## src/rtl/ccci_pkg.sv

```systemverilog
`timescale 1ns / 1ps
// ccci_pkg: types, constants and widths shared by the cubic curve color interpolator.
// Has no dependencies. Every other file in rtl/ except ccci_ram refers to it by scoped names.
package ccci_pkg;

    localparam int TABLE_DEPTH = 256;
    localparam int NUM_TAPS    = 4;
    localparam int TAP_W       = 2;
    localparam int NUM_CH      = 3;
    localparam int CHAN_W      = 16;
    localparam int IDX_W       = 8;
    localparam int IDX_EXT_W   = IDX_W + 2;
    localparam int U_W         = 13;
    localparam int NUM_STAGES  = 8;

    localparam int BANK_DEPTH = TABLE_DEPTH / NUM_TAPS;
    localparam int BANK_AW    = $clog2(BANK_DEPTH);

    localparam logic [IDX_EXT_W-1:0] DEPTH_EXT  = IDX_EXT_W'(TABLE_DEPTH);
    localparam logic [IDX_EXT_W-1:0] LAST_LIN   = IDX_EXT_W'(2);
    localparam logic [IDX_EXT_W-1:0] LAST_CUBIC = IDX_EXT_W'(3);

    localparam logic [U_W-1:0] ONE_Q12 = U_W'(4096);

    // Weight datapath: squares fit in 25 bits, cubes in 37, weights in 40 signed.
    localparam int SQ_W      = 2 * U_W - 1;
    localparam int CUBE_W    = 3 * U_W - 2;
    localparam int WGT_W     = 40;
    localparam int CALC_W    = 42;
    localparam int LIN_SHIFT = 25;

    localparam logic signed [CALC_W-1:0] TWO_Q36 = CALC_W'(64'h20_0000_0000);

    // Accumulation and rounding: everything is scaled to a divisor of 2^37,
    // the B-spline additionally divides by three afterwards.
    localparam int PROD_W    = WGT_W + CHAN_W;
    localparam int ACC_W     = PROD_W + 2;
    localparam int RND_SHIFT = 37;
    localparam int Y_W       = ACC_W - RND_SHIFT;

    localparam logic signed [ACC_W-1:0] BIAS_HALF = ACC_W'(64'h10_0000_0000);
    localparam logic signed [ACC_W-1:0] BIAS_BSPL = ACC_W'(64'h30_0000_0000);

    localparam int DIV3_IN_W   = 19;
    localparam int DIV3_MUL_W  = 20;
    localparam int DIV3_PROD_W = DIV3_IN_W + DIV3_MUL_W;
    localparam int DIV3_SHIFT  = 21;
    localparam int Q_W         = DIV3_PROD_W - DIV3_SHIFT;

    localparam logic [Y_W-1:0]        Y_OFF    = Y_W'(393216);
    localparam logic [DIV3_MUL_W-1:0] DIV3_MUL = DIV3_MUL_W'(699051);
    localparam logic signed [Y_W-1:0] Q_OFF    = Y_W'(131072);

    typedef enum logic [1:0] {
        CMD_WRITE   = 2'd0,
        CMD_LINEAR  = 2'd1,
        CMD_BSPLINE = 2'd2,
        CMD_CATMULL = 2'd3
    } cmd_t;

    typedef logic signed [CHAN_W-1:0] chan_t;
    typedef chan_t [NUM_CH-1:0]       pix_t;
    typedef pix_t [NUM_TAPS-1:0]      tap_pix_t;
    typedef chan_t [NUM_TAPS-1:0]     tap_chan_t;
    typedef logic signed [WGT_W-1:0]  wgt_t;
    typedef wgt_t [NUM_TAPS-1:0]      wgt_vec_t;

    typedef struct packed {
        cmd_t               cmd;
        logic [IDX_W-1:0]   index;
        logic [U_W-1:0]     param_u;
        logic signed [15:0] write_red;
        logic signed [15:0] write_green;
        logic signed [15:0] write_blue;
    } request_t;

    typedef struct packed {
        logic signed [15:0] out_red;
        logic signed [15:0] out_green;
        logic signed [15:0] out_blue;
        logic               range_error;
    } result_t;

    typedef struct packed {
        logic valid;
        logic err;
        cmd_t cmd;
    } stage_ctl_t;

endpackage

```

## src/rtl/ccci_weights.sv

```systemverilog
`timescale 1ns / 1ps
// ccci_weights: four-stage pipeline that turns the clamped parameter into the four
// basis weights (Q.36, scaled to a common 2^37 divisor). Depends on ccci_pkg.
module ccci_weights (
    input  logic                          clk,
    input  logic                          adv,
    input  logic [ccci_pkg::U_W-1:0]      t,
    input  logic [ccci_pkg::U_W-1:0]      s,
    input  ccci_pkg::cmd_t                mode,
    output ccci_pkg::wgt_vec_t            wgt
);

    logic [ccci_pkg::U_W-1:0]              t1_reg, s1_reg, t2_reg, s2_reg, t3_reg, s3_reg;
    logic [2*ccci_pkg::U_W-1:0]            tt_full, ss_full;
    logic [ccci_pkg::SQ_W-1:0]             tt2_reg, ss2_reg, tt3_reg, ss3_reg;
    logic [ccci_pkg::SQ_W+ccci_pkg::U_W-1:0] ttt_full, sss_full, tts_full, tss_full;
    logic [ccci_pkg::CUBE_W-1:0]           ttt_reg, sss_reg, tts_reg, tss_reg;
    logic signed [ccci_pkg::CALC_W-1:0]    te, se, tte, sse, ttte, ssse, ttse, tsse;
    logic signed [ccci_pkg::CALC_W-1:0]    w_calc [ccci_pkg::NUM_TAPS];
    ccci_pkg::wgt_vec_t                    wgt_reg;

    always_comb
    begin
        tt_full  = t1_reg * t1_reg;
        ss_full  = s1_reg * s1_reg;
        ttt_full = tt2_reg * t2_reg;
        sss_full = ss2_reg * s2_reg;
        tts_full = tt2_reg * s2_reg;
        tss_full = ss2_reg * t2_reg;
    end

    always_comb
    begin
        te   = $signed({{(ccci_pkg::CALC_W-ccci_pkg::U_W){1'b0}}, t3_reg});
        se   = $signed({{(ccci_pkg::CALC_W-ccci_pkg::U_W){1'b0}}, s3_reg});
        tte  = $signed({{(ccci_pkg::CALC_W-ccci_pkg::SQ_W){1'b0}}, tt3_reg});
        sse  = $signed({{(ccci_pkg::CALC_W-ccci_pkg::SQ_W){1'b0}}, ss3_reg});
        ttte = $signed({{(ccci_pkg::CALC_W-ccci_pkg::CUBE_W){1'b0}}, ttt_reg});
        ssse = $signed({{(ccci_pkg::CALC_W-ccci_pkg::CUBE_W){1'b0}}, sss_reg});
        ttse = $signed({{(ccci_pkg::CALC_W-ccci_pkg::CUBE_W){1'b0}}, tts_reg});
        tsse = $signed({{(ccci_pkg::CALC_W-ccci_pkg::CUBE_W){1'b0}}, tss_reg});

        unique case (mode)
            ccci_pkg::CMD_LINEAR:
            begin
                // Linear weights are lifted by 2^25 so they share the 2^37 divisor.
                w_calc[0] = '0;
                w_calc[1] = se <<< ccci_pkg::LIN_SHIFT;
                w_calc[2] = te <<< ccci_pkg::LIN_SHIFT;
                w_calc[3] = '0;
            end
            ccci_pkg::CMD_BSPLINE:
            begin
                w_calc[0] = ssse;
                w_calc[1] = (ssse <<< 2) + ttte + (tsse <<< 3) + (tsse <<< 2)
                          + (ttse <<< 2) + (ttse <<< 1);
                w_calc[2] = (ttte <<< 2) + ssse + (ttse <<< 3) + (ttse <<< 2)
                          + (tsse <<< 2) + (tsse <<< 1);
                w_calc[3] = ttte;
            end
            ccci_pkg::CMD_CATMULL:
            begin
                w_calc[0] = -tsse;
                w_calc[1] = ccci_pkg::TWO_Q36 + (ttte <<< 1) + ttte
                          - (tte <<< 14) - (tte <<< 12);
                w_calc[2] = ccci_pkg::TWO_Q36 + (ssse <<< 1) + ssse
                          - (sse <<< 14) - (sse <<< 12);
                w_calc[3] = -ttse;
            end
            default:
            begin
                w_calc[0] = '0;
                w_calc[1] = '0;
                w_calc[2] = '0;
                w_calc[3] = '0;
            end
        endcase
    end

    always_ff @(posedge clk)
    begin
        if (adv)
        begin
            t1_reg  <= t;
            s1_reg  <= s;
            t2_reg  <= t1_reg;
            s2_reg  <= s1_reg;
            tt2_reg <= tt_full[ccci_pkg::SQ_W-1:0];
            ss2_reg <= ss_full[ccci_pkg::SQ_W-1:0];
            t3_reg  <= t2_reg;
            s3_reg  <= s2_reg;
            tt3_reg <= tt2_reg;
            ss3_reg <= ss2_reg;
            ttt_reg <= ttt_full[ccci_pkg::CUBE_W-1:0];
            sss_reg <= sss_full[ccci_pkg::CUBE_W-1:0];
            tts_reg <= tts_full[ccci_pkg::CUBE_W-1:0];
            tss_reg <= tss_full[ccci_pkg::CUBE_W-1:0];
            for (int k = 0; k < ccci_pkg::NUM_TAPS; k++)
            begin
                wgt_reg[k] <= w_calc[k][ccci_pkg::WGT_W-1:0];
            end
        end
    end

    assign wgt = wgt_reg;

endmodule

```

## config.mk

```make
export PLATFORM = sky130hd
export DESIGN_NAME = ccci_weights
export DESIGN_NICKNAME = d
export VERILOG_FILES = /design/src/rtl/ccci_pkg.sv /design/src/rtl/ccci_weights.sv
export SDC_FILE = /design/constraint.sdc
export NUM_CORES = 2
export LEC_CHECK = 0
export BUFFER_PORTS_ARGS = -buffer_cell sky130_fd_sc_hd__buf_2
export CAP_MARGIN = 20
export CORE_ASPECT_RATIO = 1.1
export CORE_MARGIN = 3
export CORE_UTILIZATION = 40
export DETAILED_ROUTE_END_ITERATION = 8
export MAX_ROUTING_LAYER = met4
export PLACE_DENSITY = 0.62
export SLEW_MARGIN = 20
export SYNTH_ARGS = -nofsm -noshare
export SYNTH_HDL_FRONTEND = slang
export SYNTH_SLANG_ARGS = --single-unit
```

## constraint.sdc

```tcl
create_clock -name clk -period 12.7 [get_ports clk]
set_clock_uncertainty 0.1 [all_clocks]
set_input_delay 0.635 -clock clk [delete_from_list [all_inputs] [get_ports clk]]
set_output_delay 0.635 -clock clk [all_outputs]
set_load 0.005 [all_outputs]
```

==> reports/results.txt <==
outcome: finished clean
WP buf/inv: 4
global-route total usage across every layer: 0.2360
via/cell ratio: 5.238
P&R area growth vs syn: 7.646%
H-Tree Depth: 2
CP most frequent cell: fa_1
Register-to-Register Path Depth: 22
GRT overflow: 0
post-CTS sizing: 0
fin. max-slew vios: 0
post-synth top area cell: fa_1
Skew-Pair Late Insertion Delay: 730 ps
DR vias: 61848
Post-synth EDFFs: 475
R2R Path End: sss_reg[35]
Hold Path Class: input pin to flop
max_cap viols: 0
DRC: 0
routed wire length: 244.2 mm
initial DRC count: 4505
DIE AREA: 215800 um2
Critical Path Start Type: flop
end of the critical path: sss_reg[35]
Worst EP required: 13070 ps
TritonCTS Buffers: 59
Clock Path Buffers: 3
Setup violations, final: 0
register area share after synthesis: 0.1696
Crit Path Max Fanout: 36
CP delay by family, top: compound AO/OA/AOI/OAI gates
slowest stage delay, CP: 680 ps
die outline height: 486.9 um
largest net degree at the start of global routing: 101
Critical Path Stages: 22
Synth Register Bits: 475
final hold violation count: 0
antenna-violating nets left: 0
# fillers: 19921
crit path from: s2_reg[3]
Num Clock Sinks: 475
minimum clock period: 7699 ps
Mean Syn Cell Area: 9.424 um2
RD Place Congestion: 0.9861
Slowest-stage cell, CP: a221oi_1
Die Wd: 443.1 um
vias in the first global route: 66882
Warnings, synthesis: 0
setup TNS: 0 ps
initial antenna violation count: 19
Hold Path Depth: 1
share of layout cells above drive strength 1: 0.04858
CP arrival: 8070 ps
initial core utilization: 0.4046
RSZ-0062 raised after global routing: no
clk slew on worst S/H paths: 70 ps
setup bufs post-CTS: 0
reg-to-reg startpoint: s2_reg[3]
crit path cell chain: buf_4 -> nand2_1 -> fa_1 -> inv_1 -> fa_1 -> fa_1 -> inv_1 -> fa_1 -> fa_1 -> inv_1 -> ha_1 -> o21a_1 -> o21ai_0 -> o31ai_1 -> o221ai_1 -> a21oi_1 -> a221oi_1 -> o21ai_0 -> o41ai_1 -> nand2_1 -> a21oi_1 -> xnor2_1
PortBufs: 189
Synth top area share: 0.3602
Storage cell area: 14260 um2
Top FF cell, synth: edfxtp_1
area of the multi-input gates: 60680 um2
Async S/R FF share, synth: 0
CTS tree: done
Cell Area, Synth: 84080 um2
post-DP HPWL: 191.3 mm
final clock period utilization by the worst path: 0.6062
nature of the critical path endpoint: flop
first-pass GRT wire length: 382.1 mm
WS Path Type: flop to flop
number of flip-flops in the largest register: 160
hold buffer count at cts: 26
# IOs: 190
num rows: 175
f_max: 0.1299 GHz
synth top area cells: fa_1 (36%), edfxtp_1 (17%), ha_1 (10%), inv_1 (9.6%), nand2_1 (4.6%)
Worst R2R Setup Slack: 5000 ps
fin nets: 11243
Yosys cell types: 86
Worst slew margin: 0.2918
detailed-route wire length per cell: 20.69 um
synthesized instance count: 8922
actual slew at the worst max-slew pin: 1055 ps
drt pass-1 iters: 6
core area: 207800 um2
clk root buf: clkbuf_16
==> Yosys cell counts (all sizes together), types with 14 or more instances <==
cell     count
o211ai      17
nor2       335
fa        1513
inv       2141
a21o       152
a31oi       44
xnor2      289
nor4        24
o21bai      48
a21oi      323
clkbuf     302
nor2b       38
ha         691
mux2i       51
nor3        84
a21boi      14
nand4       19
edfxtp     475
buf         17
o22ai       27
o31ai       25
o2111ai     16
o21a        59
and2       538
nand2b      43
or3         23
xor2       122
o21ai      167
and3        23
a211oi      33
nand3       73
nand2     1032
==> worst min path at each step <==
stage,end,from
final,wgt[44],adv
after global routing,wgt[44],adv
after CTS,sss_reg[0],adv
after detailed placement,wgt[77],s3_reg[12]
after global placement,wgt[110],t3_reg[5]
after floorplan,ss3_reg[16],ss2_reg[16]
==> logic make-up (layout without fill, tap and decap cells) <==
group	count (synthesis)	after routing	synth area share
multiplexers	55	55	0.006607
flip-flops	475	475	0.1696
AO/OA/AOI/OAI	1034	1034	0.07927
buffers and inverters	2460	2573	0.1099
other	2	31	0.00008932
adder cells (fa/ha/maj)	2204	2204	0.4631
AND/OR/NAND/NOR	2281	2281	0.1286
XOR/XNOR	411	411	0.04281
==> through the flow <==
stage	worst slack (ps)	area (um2)	hold WS, ps	utilization	cells
floorplan	6065	84170	324.4	-	8945
global placement	5118	88160	483.8	0.4243	11662
detailed placement	5029	88200	474.9	0.4245	11665
CTS	5021	90500	347.2	0.4355	11801
global route	4509	90510	378.0	0.4356	11806
finish	5001	90510	359.4	0.4356	11807
==> routing by layer <==
metal  up-vias  part of all wire  global-route usage
met5         -                 0                   -
met4         0             0.036             0.07841
met3       472             0.070             0.03215
met2      2211              0.47              0.3875
met1     31557              0.42              0.3020
li1      27608                 -                   -
==> cells in the final DEF (no fill, tap or decap), types with 43 or more instances in the layout <==
cell type	count
nor2_1	331
a21oi_1	322
inv_1	2139
o21ai_0	163
nand2b_1	43
and2_1	538
xor2_1	122
nand3_1	73
buf_2	187
mux2i_1	51
a21o_1	152
ha_1	691
o21bai_1	48
a31oi_1	44
nand2_1	1031
o21a_1	59
edfxtp_1	475
clkbuf_16	59
nor3_1	83
fa_1	1513
buf_4	104
xnor2_1	289
==> area by class of cell <==
cell class	instances	area share
antenna	6	0.0001659
tap	2743	0.03792
clock buffer	65	0.01656
clock inverter	45	0.005917
timing repair buffer	322	0.02263
sequential	475	0.1576
inverter	2141	0.08882
multi-input combinational	6010	0.6704
Power is left out: the tool's default activity adds up to more than one toggle a clock period on the data nets, which glitch-free logic cannot reach.
