## src/rtl/ccci_pkg.sv

```systemverilog
`timescale 1ns / 1ps
// ccci_pkg: types, constants and widths shared by the cubic curve color interpolator.
// Has no dependencies. Every other file in rtl/ except ccci_ram refers to it by scoped names.
package ccci_pkg;

    localparam int TABLE_DEPTH = 256;
    localparam int NUM_TAPS    = 4;
    localparam int TAP_W       = 2;
    localparam int NUM_CH      = 3;
    localparam int CHAN_W      = 16;
    localparam int IDX_W       = 8;
    localparam int IDX_EXT_W   = IDX_W + 2;
    localparam int U_W         = 13;
    localparam int NUM_STAGES  = 8;

    localparam int BANK_DEPTH = TABLE_DEPTH / NUM_TAPS;
    localparam int BANK_AW    = $clog2(BANK_DEPTH);

    localparam logic [IDX_EXT_W-1:0] DEPTH_EXT  = IDX_EXT_W'(TABLE_DEPTH);
    localparam logic [IDX_EXT_W-1:0] LAST_LIN   = IDX_EXT_W'(2);
    localparam logic [IDX_EXT_W-1:0] LAST_CUBIC = IDX_EXT_W'(3);

    localparam logic [U_W-1:0] ONE_Q12 = U_W'(4096);

    // Weight datapath: squares fit in 25 bits, cubes in 37, weights in 40 signed.
    localparam int SQ_W      = 2 * U_W - 1;
    localparam int CUBE_W    = 3 * U_W - 2;
    localparam int WGT_W     = 40;
    localparam int CALC_W    = 42;
    localparam int LIN_SHIFT = 25;

    localparam logic signed [CALC_W-1:0] TWO_Q36 = CALC_W'(64'h20_0000_0000);

    // Accumulation and rounding: everything is scaled to a divisor of 2^37,
    // the B-spline additionally divides by three afterwards.
    localparam int PROD_W    = WGT_W + CHAN_W;
    localparam int ACC_W     = PROD_W + 2;
    localparam int RND_SHIFT = 37;
    localparam int Y_W       = ACC_W - RND_SHIFT;

    localparam logic signed [ACC_W-1:0] BIAS_HALF = ACC_W'(64'h10_0000_0000);
    localparam logic signed [ACC_W-1:0] BIAS_BSPL = ACC_W'(64'h30_0000_0000);

    localparam int DIV3_IN_W   = 19;
    localparam int DIV3_MUL_W  = 20;
    localparam int DIV3_PROD_W = DIV3_IN_W + DIV3_MUL_W;
    localparam int DIV3_SHIFT  = 21;
    localparam int Q_W         = DIV3_PROD_W - DIV3_SHIFT;

    localparam logic [Y_W-1:0]        Y_OFF    = Y_W'(393216);
    localparam logic [DIV3_MUL_W-1:0] DIV3_MUL = DIV3_MUL_W'(699051);
    localparam logic signed [Y_W-1:0] Q_OFF    = Y_W'(131072);

    typedef enum logic [1:0] {
        CMD_WRITE   = 2'd0,
        CMD_LINEAR  = 2'd1,
        CMD_BSPLINE = 2'd2,
        CMD_CATMULL = 2'd3
    } cmd_t;

    typedef logic signed [CHAN_W-1:0] chan_t;
    typedef chan_t [NUM_CH-1:0]       pix_t;
    typedef pix_t [NUM_TAPS-1:0]      tap_pix_t;
    typedef chan_t [NUM_TAPS-1:0]     tap_chan_t;
    typedef logic signed [WGT_W-1:0]  wgt_t;
    typedef wgt_t [NUM_TAPS-1:0]      wgt_vec_t;

    typedef struct packed {
        cmd_t               cmd;
        logic [IDX_W-1:0]   index;
        logic [U_W-1:0]     param_u;
        logic signed [15:0] write_red;
        logic signed [15:0] write_green;
        logic signed [15:0] write_blue;
    } request_t;

    typedef struct packed {
        logic signed [15:0] out_red;
        logic signed [15:0] out_green;
        logic signed [15:0] out_blue;
        logic               range_error;
    } result_t;

    typedef struct packed {
        logic valid;
        logic err;
        cmd_t cmd;
    } stage_ctl_t;

endpackage

```

## src/rtl/ccci_merge.sv

```systemverilog
`timescale 1ns / 1ps
// ccci_merge: joins the three channel lanes and the range flag into one result and
// holds it in an output register backed by a skid register. Depends on ccci_pkg.
module ccci_merge (
    input  logic                 clk,
    input  logic                 rst_n,
    input  ccci_pkg::stage_ctl_t ctl,
    input  ccci_pkg::pix_t       chan,
    input  logic                 result_stall,
    output logic                 result_valid,
    output ccci_pkg::result_t    result,
    output logic                 pipe_adv
);

    logic              out_valid_reg, skid_valid_reg;
    ccci_pkg::result_t out_reg, skid_reg, arrive_data;
    logic              arrive, out_fire;

    // The pipeline only moves while the skid register is free.
    assign pipe_adv = !skid_valid_reg;
    assign arrive   = pipe_adv && ctl.valid;
    assign out_fire = out_valid_reg && !result_stall;

    always_comb
    begin
        arrive_data.range_error = ctl.err;
        arrive_data.out_red     = ctl.err ? '0 : chan[0];
        arrive_data.out_green   = ctl.err ? '0 : chan[1];
        arrive_data.out_blue    = ctl.err ? '0 : chan[2];
    end

    always_ff @(posedge clk or negedge rst_n)
    begin
        if (!rst_n)
        begin
            out_valid_reg  <= 1'b0;
            skid_valid_reg <= 1'b0;
        end
        else
        begin
            priority if (skid_valid_reg)
            begin
                if (out_fire)
                begin
                    skid_valid_reg <= 1'b0;
                end
            end
            else if (!out_valid_reg || out_fire)
            begin
                out_valid_reg <= arrive;
            end
            else
            begin
                if (arrive)
                begin
                    skid_valid_reg <= 1'b1;
                end
            end
        end
    end

    always_ff @(posedge clk)
    begin
        priority if (skid_valid_reg)
        begin
            if (out_fire)
            begin
                out_reg <= skid_reg;
            end
        end
        else if (!out_valid_reg || out_fire)
        begin
            if (arrive)
            begin
                out_reg <= arrive_data;
            end
        end
        else
        begin
            if (arrive)
            begin
                skid_reg <= arrive_data;
            end
        end
    end

    assign result_valid = out_valid_reg;
    assign result       = out_reg;

endmodule

```

## config.mk

```make
export PLATFORM = sky130hd
export DESIGN_NAME = ccci_merge
export DESIGN_NICKNAME = d
export VERILOG_FILES = /design/src/rtl/ccci_pkg.sv /design/src/rtl/ccci_merge.sv
export SDC_FILE = /design/constraint.sdc
export NUM_CORES = 1
export LEC_CHECK = 0
export ABC_AREA = 1
export ABC_CLOCK_PERIOD_IN_PS = 3200
export BUFFER_PORTS_ARGS = -buffer_cell sky130_fd_sc_hd__buf_2
export CAP_MARGIN = 20
export CORE_AREA = 2 2 105 107
export CTS_CLUSTER_DIAMETER = 60
export DETAILED_ROUTE_END_ITERATION = 7
export DIE_AREA = 0 0 107 109
export PLACE_DENSITY = 0.66
export REMOVE_ABC_BUFFERS = 1
export SYNTH_ARGS = -nofsm -noshare
export SYNTH_HDL_FRONTEND = slang
export SYNTH_SLANG_ARGS = --single-unit
```

## constraint.sdc

```tcl
create_clock -name clk -period 3.2 [get_ports clk]
set_input_delay 0.32 -clock clk [delete_from_list [all_inputs] [get_ports clk]]
set_output_delay 0.32 -clock clk [all_outputs]
set_load 0.05 [all_outputs]
```

==> key figures, run 1 <==
Yosys
  – Post-synth ARST share: ~2.0%
  – Mean Syn Cell Area: 11.0 um^2
  – Commonest cells in the netlist: nand2_1, edfxtp_1, inv_1
  – Yosys cell types: 12
  – Area leader, netlist: edfxtp_1
  – Syn Std Cell Area: a little over 4000 um^2
  – Dominant synthesized flop cell: edfxtp_1
  – Synth top area share: between 70% and 80%
  – Synth area leaders: edfxtp_1, nand2_1, inv_1
  – Post-Syn Instances: approximately 380
  – Sequential element share of the synthesized area: 72.0%
  – Most common cell in the synthesized netlist: nand2_1
  – #FFs+latches synth: 100
  – Syn. warnings: 0
  – Number of flops mapped to enable cells by yosys: just under 100

Run status
  – Status: finished, final reports clean

Floorplan
  – Die area: ~12000 um^2
  – Initial cell density of the core: 39.2%
  – Ports: about 110
  – Die height: between 100 and 150 um
  – Die X: roughly 110 um
  – # rows: 38
  – Core area: around 11000 um^2

Worst setup path
  – WP data required: approximately 2.9 ns
  – CP startpoint kind: register
  – Critical path class: reg2out
  – Worst Setup End Kind: output pin
  – CP max FO: 29
  – CP arrival: about 2.2 ns

Drt
  – Vias: between 2000 and 3000
  – Via density: 4.27
  – Post-route ant nets: 0
  – Total wire length: 7760 um
  – WL/cell: about 12 um
  – Post-route DRC: 0
  – DR pass1 iterations: 4
  – Iter 0 DRT Violations: ~130

Finish
  – Finished Cell Area: 5060 um^2
  – N_diodes: 0
  – Synth-to-Final Area Change: 21.7%
  – Layout cells sized above 1: ~28%
  – Fillers: 1015
  – Fin nets: between 500 and 600

GRT
  – Antenna violations before repair: 0
  – Grt total ovfl: 0
  – GRT Total Usage: between 10 and 15%
  – First-pass GRT wire length: ~12000 um
  – Vias in the first global route: around 2600
  – Largest net degree at the start of global routing: 48

Timing
  – Setup TNS: 0 ns
  – RSZ-0062 raised after global routing: false
  – Final hold vios: 0
  – Minimum clock period: ~2.5 ns
  – Max Clock Skew: about 0.010 ns
  – Hold Slack: around 0.20 ns
  – Slew HR: 52.7%
  – Worst slew pin tran: 0.708 ns
  – Max-slew violation count: 0
  – Final-report setup violation count: 0
  – Fmax: 404 MHz
  – Final period utilization: between 70 and 80%

Clock network
  – Clock sink count: 100
  – Resized Gates After CTS: 0
  – Clock buffer depth: 2
  – TritonCTS buffer count: 9
  – Worst-Skew Late Latency: between 0.3 and 0.4 ns
  – Clock Root Buffer: clkbuf_8
  – CTS tree: yes
  – Htree depth: 3
  – Reg clk slew, reported paths: ~0.1 ns

Place
  – Placer Congestion: about 0.76
  – DP Area: about 4800 um^2
  – IO buf count: 103
  – Hpwl dp: about 5000 um

Power
  – Power density cells: around 950 nW/um^2
  – Final Power: between 4000 and 5000 uW
  – Leakage: 0.00238 uW
  – Peak VDD IR: ~0.00038 V

Min path
  – Path type of the worst min-delay path: in2reg

Flow run
  – Max cap viols: 0
cell type report:
type	count	area, um^2	share of cell area [%]
clock buffers	12	165	3.26
clock inverters	4	55.1	1.09
inverters	54	203	4.01
multi-input cells	208	857	16.9
flip-flops and latches	100	2990	59.2
well taps	140	175	3.46
repair buffers	111	611	12.1
final timing paths:
path	from	end	slack (ns)	cells after the start
setup reg to reg	skid_valid_reg	result[46]	1.04	5
hold reg to reg	skid_reg[43]	result[43]	0.52	2
min in group asynchronous	rst_n	skid_valid_reg	0.27	2
max in group asynchronous	rst_n	result_valid	2.83	2
setup / recovery	skid_valid_reg	pipe_adv	0.73	3
hold / removal	ctl[3]	result_valid	0.20	3
placed cells by master (no fill, tap or decap), types with 2 or more instances in the layout:
master | synthesis | routed
nand2_1 | 156 | 156
buf_2 | 9 | 103
edfxtp_1 | 98 | 98
inv_1 | 53 | 52
nor2_1 | 42 | 41
clkbuf_8 | 0 | 12
nor2_4 | 9 | 10
buf_4 | 5 | 5
inv_2 | 1 | 2
what timing repair did:
item                                    4_1_cts  5_1_grt
buffers inserted                              0        0
hold buffers                                  1        0
endpoints found under the setup margin        0        0
endpoints found under the hold margin         2        0
routing by layer:
metal  track usage, %  vias up  routed length [um]
li1                 -     1390                   -
met1             17.5     1225                3370
met2             23.7       62                3900
met3             3.23       10                 364
met4             6.68        0                 128
met5                0        -                   0
worst max-delay path: stages, from the launching register on:
cell	delay (ns)
dfrtp_2	0.61
buf_4	0.33
inv_2	0.45
buf_2	0.37
metrics by stage:
step	setup slack, ns	utilization [%]	instances
4_1_cts	0.693	47.5	628
6_report	0.727	47.7	629
3_5_place_dp	1.04	45.3	611
5_1_grt	0.593	47.7	629
3_3_place_gp	1.08	45.3	611
2_1_floorplan	-0.569	-	362
logic make-up (layout without fill, tap and decap cells):
| group | count (synthesis) | in the layout | share of synthesized area (%) |
|---|---|---|---|
| buffers and inverters | 70 | 181 | 7.61 |
| DFF | 100 | 100 | 72.0 |
| and+or+nand+nor | 208 | 208 | 20.4 |
power by group:
part / internal [uW] / total [uW] / switching [uW]
Clock: 430 / 866 / 436
Combinational: 354 / 1860 / 1510
Sequential: 1920 / 2060 / 136
Note: power is estimated with default switching activity, not from simulation.
==> run 2: changes to the inputs <==
--- a/config.mk
+++ b/config.mk
@@ -6,7 +6,7 @@
 export NUM_CORES = 1
 export LEC_CHECK = 0
 export ABC_AREA = 1
-export ABC_CLOCK_PERIOD_IN_PS = 3200
+export ABC_CLOCK_PERIOD_IN_PS = 2200
 export BUFFER_PORTS_ARGS = -buffer_cell sky130_fd_sc_hd__buf_2
 export CAP_MARGIN = 20
 export CORE_AREA = 2 2 105 107
==> constraint.sdc (replaced) <==
create_clock -name clk -period 2.2 [get_ports clk]
set_input_delay 0.22 -clock clk [delete_from_list [all_inputs] [get_ports clk]]
set_output_delay 0.22 -clock clk [all_outputs]
set_load 0.05 [all_outputs]
==> key figures, run 2 (synthesis gave the netlist of run 1 again) <==
Finish
  – Area of the multi-input gates: 857 um^2
  – Fin nets: 540
  – Register area: around 3000 um^2
  – Finished Cell Area: slightly above 5000 um^2
  – Synth-to-Final Area Change: 21.6%
  – N_diodes: 0
  – Fin util: between 40% and 50%
  – Fillers: 958
  – Layout cells sized above 1: 28.0%
  – Final std cells w/o fill: approximately 630
  – Commonest non-fill, non-tap cell in the layout: nand2_1
  – Commonest cells after routing, fill and taps aside: nand2_1, buf_2, edfxtp_1, inv_1, nor2_1

Floorplan
  – Die area: between 10000 and 15000 um^2
  – Die height: about 110 um
  – Core area: 10600 um^2
  – Ports: roughly 110
  – Die X: around 110 um
  – # rows: 38
  – Initial cell density of the core: 39.2%

Worst setup path
  – Critical path class: reg2out
  – CP startpoint kind: register
  – Worst Setup End Kind: output pin
  – R2r startpoint: skid_valid_reg
  – CP arrival: about 1.6 ns
  – Crit path from: skid_valid_reg
  – WP data required: 1.98 ns
  – CP max FO: 26

Drt
  – Vias: around 2700
  – Post-route DRC: 0
  – WL/cell: between 10 and 15 um
  – Post-route ant nets: 0
  – Iter 0 DRT Violations: 86
  – Via density: 4.22
  – Total wire length: roughly 7600 um
  – DR pass1 iterations: 4

Power
  – Clk network pwr share: 19.2%
  – Switch share: a little over two fifths
  – Leakage: 0.00238 uW
  – Sequential Power Share: between 40% and 50%
  – Internal: ~4000 uW
  – Peak VDD IR: 0.000614 V
  – Comb power frac: between 30% and 40%
  – NetSw: between 2000 and 3000 uW
  – Power density cells: approximately 1400 nW/um^2

GRT
  – Largest net degree at the start of global routing: 51
  – First-pass GRT wire length: 12100 um
  – GRT Total Usage: about 14%
  – Vias in the first global route: approximately 2600
  – Grt total ovfl: 0
  – Antenna violations before repair: 0

Clock network
  – Reg clk slew, reported paths: 0.09 ns
  – Clock Root Buffer: clkbuf_8
  – Clock buffer depth: 2
  – Post-CTS setup buffers: 0
  – Htree depth: 3
  – Clock sink count: 100
  – Worst-Skew Late Latency: 0.36 ns
  – Resized Gates After CTS: 0
  – CTS tree: yes
  – TritonCTS buffer count: 9

Timing
  – Slew HR: 68.3%
  – Fmax: ~550 MHz
  – Worst slew pin tran: roughly 0.48 ns
  – RSZ-0062 raised after global routing: false
  – Minimum clock period: roughly 1.8 ns
  – Max Clock Skew: approximately 0.0085 ns
  – Final hold vios: 0
  – Hold Slack: 0.105 ns
  – Final period utilization: between 80 and 90%
  – Setup TNS: 0 ns
  – Final-report setup violation count: 0
  – Max-slew violation count: 0

Flow run
  – Max cap viols: 0

Place
  – IO buf count: roughly 100
  – Hpwl dp: between 4000 and 5000 um
  – Placer Congestion: 0.760
  – Placed instance count: 613
  – DP Area: 4820 um^2

Run status
  – Status: finished, final reports clean

Min path
  – Hold Crit Start: ctl[3]
  – Path type of the worst min-delay path: in2reg
run 2: cell count changes in the layout (fill, tap and decap cells not counted), sizes merged:
cell / delta
bufinv: +2
inv: -1
buf: +1
clkbuf: -2
run 2: area by class of cell:
cell class / instances / share of cell area, %
Tap cell: 140 / 3.46
Multi-Input combinational cell: 208 / 17.0
Sequential cell: 100 / 59.2
Clock buffer: 10 / 2.52
Clock inverter: 5 / 2.00
Timing Repair Buffer: 112 / 11.8
Inverter: 54 / 4.01
run 2: worst max-delay path, stage by stage, from the launching register on:
cell and delay, ns:
dfrtp_2 0.59, inv_2 0.31, buf_2 0.32
run 2: layer usage:
| layer | global-route usage, % | up-vias | part of all wire, % |
|---|---|---|---|
| li1 | - | 1388 | - |
| met1 | 17.3 | 1192 | 45 |
| met2 | 22.7 | 65 | 48 |
| met3 | 4.06 | 9 | 5.3 |
| met4 | 4.55 | 0 | 1.5 |
| met5 | 0 | - | 0 |
run 2: through the flow:
step	total power (uW)	worst slack [ns]
2_1_floorplan	5040	-1.57
3_3_place_gp	5730	0.541
3_5_place_dp	5780	0.514
4_1_cts	7130	0.334
5_1_grt	7400	0.278
6_report	7050	0.374
run 2: power groups by stage:
| stage | logic [uW] | clock network, uW | registers, uW |
|---|---|---|---|
| CTS | 2750 | 1380 | 3000 |
| floorplan | 576 | 0 | 4470 |
| detailed placement | 2740 | 0 | 3040 |
| global placement | 2710 | 0 | 3030 |
| finish | 2700 | 1360 | 2990 |
| global route | 2890 | 1460 | 3040 |
run 2: timing repair:
action,CTS,global route
hold buffers,1,0
hold endpoints to repair,2,0
endpoints found under the setup margin,0,0
run 2: worst paths after layout:
check / depth (start not counted) / slack (ns) / end
max: 2 / 0.37 / pipe_adv
max reg2reg: 3 / 0.54 / result[26]
min in group asynchronous: 2 / 0.16 / skid_valid_reg
min reg2reg: 2 / 0.52 / result[32]
max in group asynchronous: 2 / 1.94 / skid_valid_reg
min: 3 / 0.10 / result_valid
